`config.mk`:
```
export PLATFORM = sky130hd
export DESIGN_NAME = hid_key_report_tracker
export DESIGN_NICKNAME = d
export VERILOG_FILES = /design/src/hw/rtl/hkrt_pkg.sv /design/src/hw/rtl/hkrt_key_table.sv /design/src/hw/rtl/hid_key_report_tracker.sv
export SDC_FILE = /design/constraint.sdc
export NUM_CORES = 1
export LEC_CHECK = 0
export ABC_AREA = 1
export BUFFER_PORTS_ARGS = -buffer_cell sky130_fd_sc_hd__buf_4
export CAP_MARGIN = 30
export CORE_UTILIZATION = 54
export DETAILED_ROUTE_END_ITERATION = 16
export MAX_ROUTING_LAYER = met4
export PLACE_DENSITY = 0.77
export SYNTH_ARGS = -nofsm -noshare
export SYNTH_HDL_FRONTEND = slang
export SYNTH_HIERARCHICAL = 1
export SYNTH_SLANG_ARGS = --single-unit
```
`constraint.sdc`:
```
create_clock -name aclk -period 3 [get_ports aclk]
set_clock_uncertainty 0.2 [all_clocks]
set_input_delay 0.3 -clock aclk [delete_from_list [all_inputs] [get_ports aclk]]
set_output_delay 0.3 -clock aclk [all_outputs]
set_load 0.02 [all_outputs]
```
`src/hw/rtl/hkrt_pkg.sv`:
```
// Shared types and constants for the HID key report tracker.
// No dependencies; imported by hkrt_key_table and hid_key_report_tracker.
package hkrt_pkg;

    localparam int unsigned KEY_SLOTS_DEF = 6;
    localparam int unsigned REPORT_SLOTS  = 6;

    localparam logic [7:0] PAGE_KEYBOARD = 8'h07;
    localparam logic [7:0] PAGE_CONSUMER = 8'h0C;

    localparam logic [15:0] MOD_FIRST = 16'd224;
    localparam logic [15:0] MOD_LAST  = 16'd231;

    localparam logic REPORT_KIND_KEYBOARD = 1'b0;
    localparam logic REPORT_KIND_CONSUMER = 1'b1;

    typedef struct packed {
        logic        apply;
        logic [15:0] usage;
        logic        pressed;
    } hkrt_key_evt_t;

    typedef logic [REPORT_SLOTS-1:0][7:0] hkrt_slots_t;

endpackage

```
`src/hw/rtl/hkrt_key_table.sv`:
```
// Keyboard state of the tracker: modifier mask, key slots and fill count.
// Depends on hkrt_pkg for the event struct and the report slot type.
module hkrt_key_table #(
    parameter int unsigned KEY_SLOTS = hkrt_pkg::KEY_SLOTS_DEF
) (
    input  logic                  aclk,
    input  logic                  aresetn,
    input  hkrt_pkg::hkrt_key_evt_t evt,
    output logic [7:0]            mod_next,
    output hkrt_pkg::hkrt_slots_t slots_next
);
    import hkrt_pkg::*;

    localparam int unsigned CNT_W = $clog2(KEY_SLOTS + 1);
    localparam int unsigned IDX_W = (KEY_SLOTS > 1) ? $clog2(KEY_SLOTS) : 1;

    logic [7:0]       mod_reg;
    logic [7:0]       keys_reg  [KEY_SLOTS];
    logic [7:0]       keys_next [KEY_SLOTS];
    logic [CNT_W-1:0] count_reg;
    logic [CNT_W-1:0] count_next;
    logic [CNT_W-1:0] count_dec;
    logic [IDX_W-1:0] last_idx;
    logic [IDX_W-1:0] hit_idx;
    logic             hit;
    logic             is_mod;
    logic [7:0]       code;
    logic [7:0]       last_key;

    assign code      = evt.usage[7:0];
    assign is_mod    = (evt.usage >= MOD_FIRST) && (evt.usage <= MOD_LAST);
    assign count_dec = count_reg - CNT_W'(1);
    assign last_idx  = count_dec[IDX_W-1:0];
    assign last_key  = keys_reg[last_idx];

    always_comb begin
        hit     = 1'b0;
        hit_idx = '0;
        for (int k = KEY_SLOTS - 1; k >= 0; k--) begin
            if ((CNT_W'(k) < count_reg) && (keys_reg[k] == code)) begin
                hit     = 1'b1;
                hit_idx = IDX_W'(k);
            end
        end
    end

    always_comb begin
        mod_next   = mod_reg;
        count_next = count_reg;
        for (int k = 0; k < KEY_SLOTS; k++) begin
            keys_next[k] = keys_reg[k];
        end
        if (evt.apply) begin
            if (is_mod) begin
                if (evt.pressed) begin
                    mod_next = mod_reg | (8'd1 << evt.usage[2:0]);
                end else begin
                    mod_next = mod_reg & ~(8'd1 << evt.usage[2:0]);
                end
            end else if (evt.pressed) begin
                if (count_reg < CNT_W'(KEY_SLOTS)) begin
                    for (int k = 0; k < KEY_SLOTS; k++) begin
                        if (CNT_W'(k) == count_reg) begin
                            keys_next[k] = code;
                        end
                    end
                    count_next = count_reg + CNT_W'(1);
                end
            end else if (hit) begin
                for (int k = 0; k < KEY_SLOTS; k++) begin
                    if (IDX_W'(k) == last_idx) begin
                        keys_next[k] = 8'd0;
                    end else if (IDX_W'(k) == hit_idx) begin
                        keys_next[k] = last_key;
                    end
                end
                count_next = count_dec;
            end
        end
    end

    always_comb begin
        for (int j = 0; j < REPORT_SLOTS; j++) begin
            slots_next[j] = 8'd0;
        end
        for (int j = 0; j < REPORT_SLOTS; j++) begin
            if (j < KEY_SLOTS) begin
                slots_next[j] = keys_next[j];
            end
        end
    end

    always_ff @(posedge aclk) begin
        if (!aresetn) begin
            mod_reg   <= 8'd0;
            count_reg <= '0;
            for (int k = 0; k < KEY_SLOTS; k++) begin
                keys_reg[k] <= 8'd0;
            end
        end else begin
            mod_reg   <= mod_next;
            count_reg <= count_next;
            for (int k = 0; k < KEY_SLOTS; k++) begin
                keys_reg[k] <= keys_next[k];
            end
        end
    end

endmodule

```
`src/hw/rtl/hid_key_report_tracker.sv`:
```
// Top level of the HID key report tracker: input register, event decode,
// report register. Depends on hkrt_pkg and hkrt_key_table.
//
//  Channel  Direction  Handshake           Payload
//  s_       in         s_valid / s_ready   usage_page, usage_code, pressed, link_mounted
//  m_       out        m_valid / m_ready   report_kind, modifier_mask, key_slot0..5,
//                                          consumer_code
//
// A request is registered in the input register on acceptance and its report is then written
// to the report register, which drives m_valid; one request enters per cycle unless the report stalls.
// Requests on other pages or with the link down leave no report and no state change.
// Synchronous active-low reset clears all key state and empties both registers.
// A stalled report holds the pipe; the input register still takes one request.
module hid_key_report_tracker #(
    parameter int unsigned KEY_SLOTS = hkrt_pkg::KEY_SLOTS_DEF
) (
    input  logic        aclk,
    input  logic        aresetn,
    input  logic        s_valid,
    output logic        s_ready,
    input  logic [7:0]  s_usage_page,
    input  logic [15:0] s_usage_code,
    input  logic        s_pressed,
    input  logic        s_link_mounted,
    output logic        m_valid,
    input  logic        m_ready,
    output logic        m_report_kind,
    output logic [7:0]  m_modifier_mask,
    output logic [7:0]  m_key_slot0,
    output logic [7:0]  m_key_slot1,
    output logic [7:0]  m_key_slot2,
    output logic [7:0]  m_key_slot3,
    output logic [7:0]  m_key_slot4,
    output logic [7:0]  m_key_slot5,
    output logic [15:0] m_consumer_code
);
    import hkrt_pkg::*;

    logic        in_valid_reg;
    logic        in_valid_next;
    logic [7:0]  in_page_reg;
    logic [15:0] in_code_reg;
    logic        in_pressed_reg;
    logic        in_mounted_reg;

    logic        out_valid_reg;
    logic        out_valid_next;
    logic        out_kind_reg;
    logic [7:0]  out_mask_reg;
    hkrt_slots_t out_slots_reg;
    logic [15:0] out_cons_reg;

    logic          advance;
    logic          is_kbd;
    logic          is_cons;
    logic          emit;
    hkrt_key_evt_t key_evt;
    logic [7:0]    mod_next;
    hkrt_slots_t   slots_next;

    assign advance = in_valid_reg && (!out_valid_reg || m_ready);
    assign is_kbd  = in_mounted_reg && (in_page_reg == PAGE_KEYBOARD);
    assign is_cons = in_mounted_reg && (in_page_reg == PAGE_CONSUMER);
    assign emit    = advance && (is_kbd || is_cons);
    assign s_ready = !in_valid_reg || advance;

    assign key_evt.apply   = advance && is_kbd;
    assign key_evt.usage   = in_code_reg;
    assign key_evt.pressed = in_pressed_reg;

    hkrt_key_table #(
        .KEY_SLOTS(KEY_SLOTS)
    ) u_key_table (
        .aclk      (aclk),
        .aresetn   (aresetn),
        .evt       (key_evt),
        .mod_next  (mod_next),
        .slots_next(slots_next)
    );

    always_comb begin
        in_valid_next = in_valid_reg;
        if (s_ready) begin
            in_valid_next = s_valid;
        end
        out_valid_next = out_valid_reg && !m_ready;
        if (emit) begin
            out_valid_next = 1'b1;
        end
    end

    always_ff @(posedge aclk) begin
        if (!aresetn) begin
            in_valid_reg  <= 1'b0;
            out_valid_reg <= 1'b0;
        end else begin
            in_valid_reg  <= in_valid_next;
            out_valid_reg <= out_valid_next;
        end
    end

    always_ff @(posedge aclk) begin
        if (s_valid && s_ready) begin
            in_page_reg    <= s_usage_page;
            in_code_reg    <= s_usage_code;
            in_pressed_reg <= s_pressed;
            in_mounted_reg <= s_link_mounted;
        end
        if (emit) begin
            if (is_kbd) begin
                out_kind_reg  <= REPORT_KIND_KEYBOARD;
                out_mask_reg  <= mod_next;
                out_slots_reg <= slots_next;
                out_cons_reg  <= 16'd0;
            end else begin
                out_kind_reg  <= REPORT_KIND_CONSUMER;
                out_mask_reg  <= 8'd0;
                out_slots_reg <= '0;
                out_cons_reg  <= in_pressed_reg ? in_code_reg : 16'd0;
            end
        end
    end

    assign m_valid         = out_valid_reg;
    assign m_report_kind   = out_kind_reg;
    assign m_modifier_mask = out_mask_reg;
    assign m_key_slot0     = out_slots_reg[0];
    assign m_key_slot1     = out_slots_reg[1];
    assign m_key_slot2     = out_slots_reg[2];
    assign m_key_slot3     = out_slots_reg[3];
    assign m_key_slot4     = out_slots_reg[4];
    assign m_key_slot5     = out_slots_reg[5];
    assign m_consumer_code = out_cons_reg;

endmodule
```
==> results.cfg <==
[run_status]
status = finished clean

[power_and_ir_drop]
power_density_nw_per_um2 = 397.4
power_frac_seq_pct = 45.7
swShare_pct = 27.47
ir_worst_vdd_mv = 0.4006
pwr-share-clk_pct = 44.8
finalPower_w = 0.005196
power.leakage_nw = 6.446
p_sw_w = 0.001427
combinationalPowerShare_pct = 9.5
intPower_w = 0.003769

[sta]
period_needed_ns = 2.898
fin_crit_sh_pct = 96.61
finalHoldViolCount = 0
hold_ws_ns = 0.3547
rsz0062_at_grt = yes
max_freq_mhz = 345.0
worst_slew_pin_slew_ns = 0.7019
slew_viol_final = 0
slew_headroom_pct = 53.21
fin_setup_tns_ns = 0
finalSetupViolations = 0

[final_layout]
largest_register_ff_count = 48
drive_gt1_share_pct = 23.21
finalNetCount = 1699
fin_area_um2 = 13080
fillers = 1432
area_delta_synth_final_pct = 32.14
antenna_cells = 0
fin_cells = 1905

[critical_path]
cp-end-kind = flip-flop
cp_max_fo = 5
start_kind = flip-flop
crit_arrival_ns = 2.88
cp.required_ns = 2.98
worstSetupPathType = reg2reg

[synth]
yosysWarnings = 6
syn_area_per_cell_um2 = 7.017
synth_edf_count = 99
ys_ff_latch = 160
syn_nets = 1446
synth.distinct_cells = 40
syn_area_um2 = 9894
syn_inst = 1410
synth_ff_type = edfxtp_1
async_flop_share_pct = 0
synth-seq-area-share_pct = 42.39

[cts]
cts_tree = yes
cts_root_buf = clkbuf_16
clkTransAtPathRegs_ns = 0.08
clock-sinks = 160
numCtsBuffers = 17
clockBufferDepth = 2
cts_max_level = 4
insertion_delay_ns = 0.45

[grt]
grt_use_total_pct = 38.09
antenna_found_initial = 0
grt_pass1_vias = 9478
overflow = 0
grt_max_degree = 68
grt_pass1_wl_mm = 51.52

[flow_run]
cap_violations = 0

[floorplan]
dieWidth_um = 137.4
die_area_um2 = 18870
rows = 49
ios = 105
die_h_um = 137.4
core_um2 = 17960
start_util_pct = 55.08

[placement]
dp.cells = 1824
post-dp-hpwl_mm = 23.37
dpl_cell_area_um2 = 11810
io_buffer_count = 104
place_congestion = 1.048

[hold_path]
hold_class = reg2reg

[routing]
post_drt_wl_per_cell_um = 17.93
wl_mm = 34.15
drt-pass1-iter-count = 7
via_per_inst = 5.440
drt_iter0_drc = 1219
drc = 0
ant_nets = 0
routed-via-count = 10363
[critical path, stage by stage, from the launching register on]
cell	delay [ns]
dfxtp_2	0.34
buf_4	0.14
nor2_1	0.12
inv_2	0.05
nor2_1	0.13
buf_4	0.15
inv_1	0.05
nand3_1	0.12
nor2_4	0.08
nor2_8	0.18
nand2_4	0.10
nor2_4	0.22
buf_12	0.14
buf_4	0.10
nand3_1	0.12
nand3_1	0.10
nand2_1	0.05
nand2_1	0.08
inv_1	0.05
inv_1	0.04
nor2_1	0.03
[Yosys cell counts, types with 5 or more instances]
cell type | instances | share of area [%]
o21ai_0 | 86 | 4.3
edfxtp_1 | 99 | 30
o211ai_1 | 9 | 0.68
nor2_1 | 210 | 8.0
dfxtp_1 | 61 | 12
inv_2 | 14 | 0.53
xor2_1 | 6 | 0.53
o21ai_1 | 12 | 0.61
nand4_1 | 12 | 0.76
a21oi_2 | 5 | 0.44
clkbuf_1 | 35 | 1.3
nand2_2 | 7 | 0.44
nand3_1 | 91 | 4.6
inv_1 | 223 | 8.5
a21oi_1 | 81 | 4.1
ha_1 | 6 | 0.76
nand2_1 | 364 | 14
nor2_4 | 35 | 4.0
xnor2_1 | 6 | 0.53
buf_2 | 15 | 0.76
nor3_1 | 5 | 0.25
[layout make-up]
cell class	instances	area [um2]	area share, %
multi-input cells	954	4619	35.33
clock inverters	15	212.7	1.627
flip-flops and latches	160	4197	32.10
clock buffers	17	425.4	3.254
well taps	229	286.5	2.191
repair buffers	292	2434	18.61
inverters	238	900.9	6.890
[final timing paths]
check                                start  slack (ns)                      to  depth (start not counted)
setup / recovery  u_key_table/count_reg[1]        0.10          m_key_slot5[5]                         20
hold / removal      u_key_table/mod_reg[6]        0.35  u_key_table/mod_reg[6]                          4
setup reg to reg  u_key_table/count_reg[1]        0.10          m_key_slot5[5]                         20
hold reg to reg     u_key_table/mod_reg[6]        0.35  u_key_table/mod_reg[6]                          4
[metrics by stage]
step                      utilization [%]  setup WS [ns]
final                               72.79         0.1018
after detailed placement            65.74       0.002031
after global placement              65.74        0.07296
after floorplan                         -        0.07147
after global routing                72.79       -0.02816
after CTS                           71.05        0.02946
[cell families (layout without fill, tap and decap cells)]
kind of cell	count (synthesis)	in the layout	share of synthesized area (%)
flip-flops	160	160	42.39
buffers and inverters	297	562	12.18
AND/OR/NAND/NOR	736	737	32.88
adder cells (fa/ha/maj)	6	6	0.7587
XOR/XNOR	12	12	1.062
AO/OA/AOI/OAI	199	199	10.74
[power by group through the flow]
stage          clock network (W)  registers, W  logic, W
3_5_place_dp                   0       0.00242  0.000421
6_report                 0.00233       0.00237  0.000492
2_1_floorplan                  0       0.00242  0.000205
5_1_grt                  0.00241       0.00238  0.000520
4_1_cts                  0.00233       0.00237  0.000454
3_3_place_gp                   0       0.00242  0.000417
[layout by cell type, fill, tap and decap left out, types with 12 or more instances in the layout]
cell type	instances
nor2_1	207
o21ai_0	85
inv_2	16
inv_1	218
a21oi_1	77
dfxtp_1	59
nand4_1	12
nor2_4	38
nand2_1	359
buf_4	243
dlygate4sd3_1	31
nand3_1	90
clkbuf_16	17
edfxtp_1	99
[metal layers]
metal,global-route usage (%),vias up,share of wire [%]
met5,-,-,0
met2,61.00,605,47
met1,47.89,4745,40
met4,16.73,0,4.2
met3,5.482,98,8.9
li1,-,4915,-
[timing repair]
action                                  in CTS  in global routing
resized for setup                            1                 43
hold endpoints to repair                    31                  0
setup buffers                                0                 17
pin swaps                                    0                  8
endpoints found under the setup margin       2                 57
cloned                                       0                  1
hold buffers                                31                  0
No activity file was read; power rests on OpenSTA's default activity.
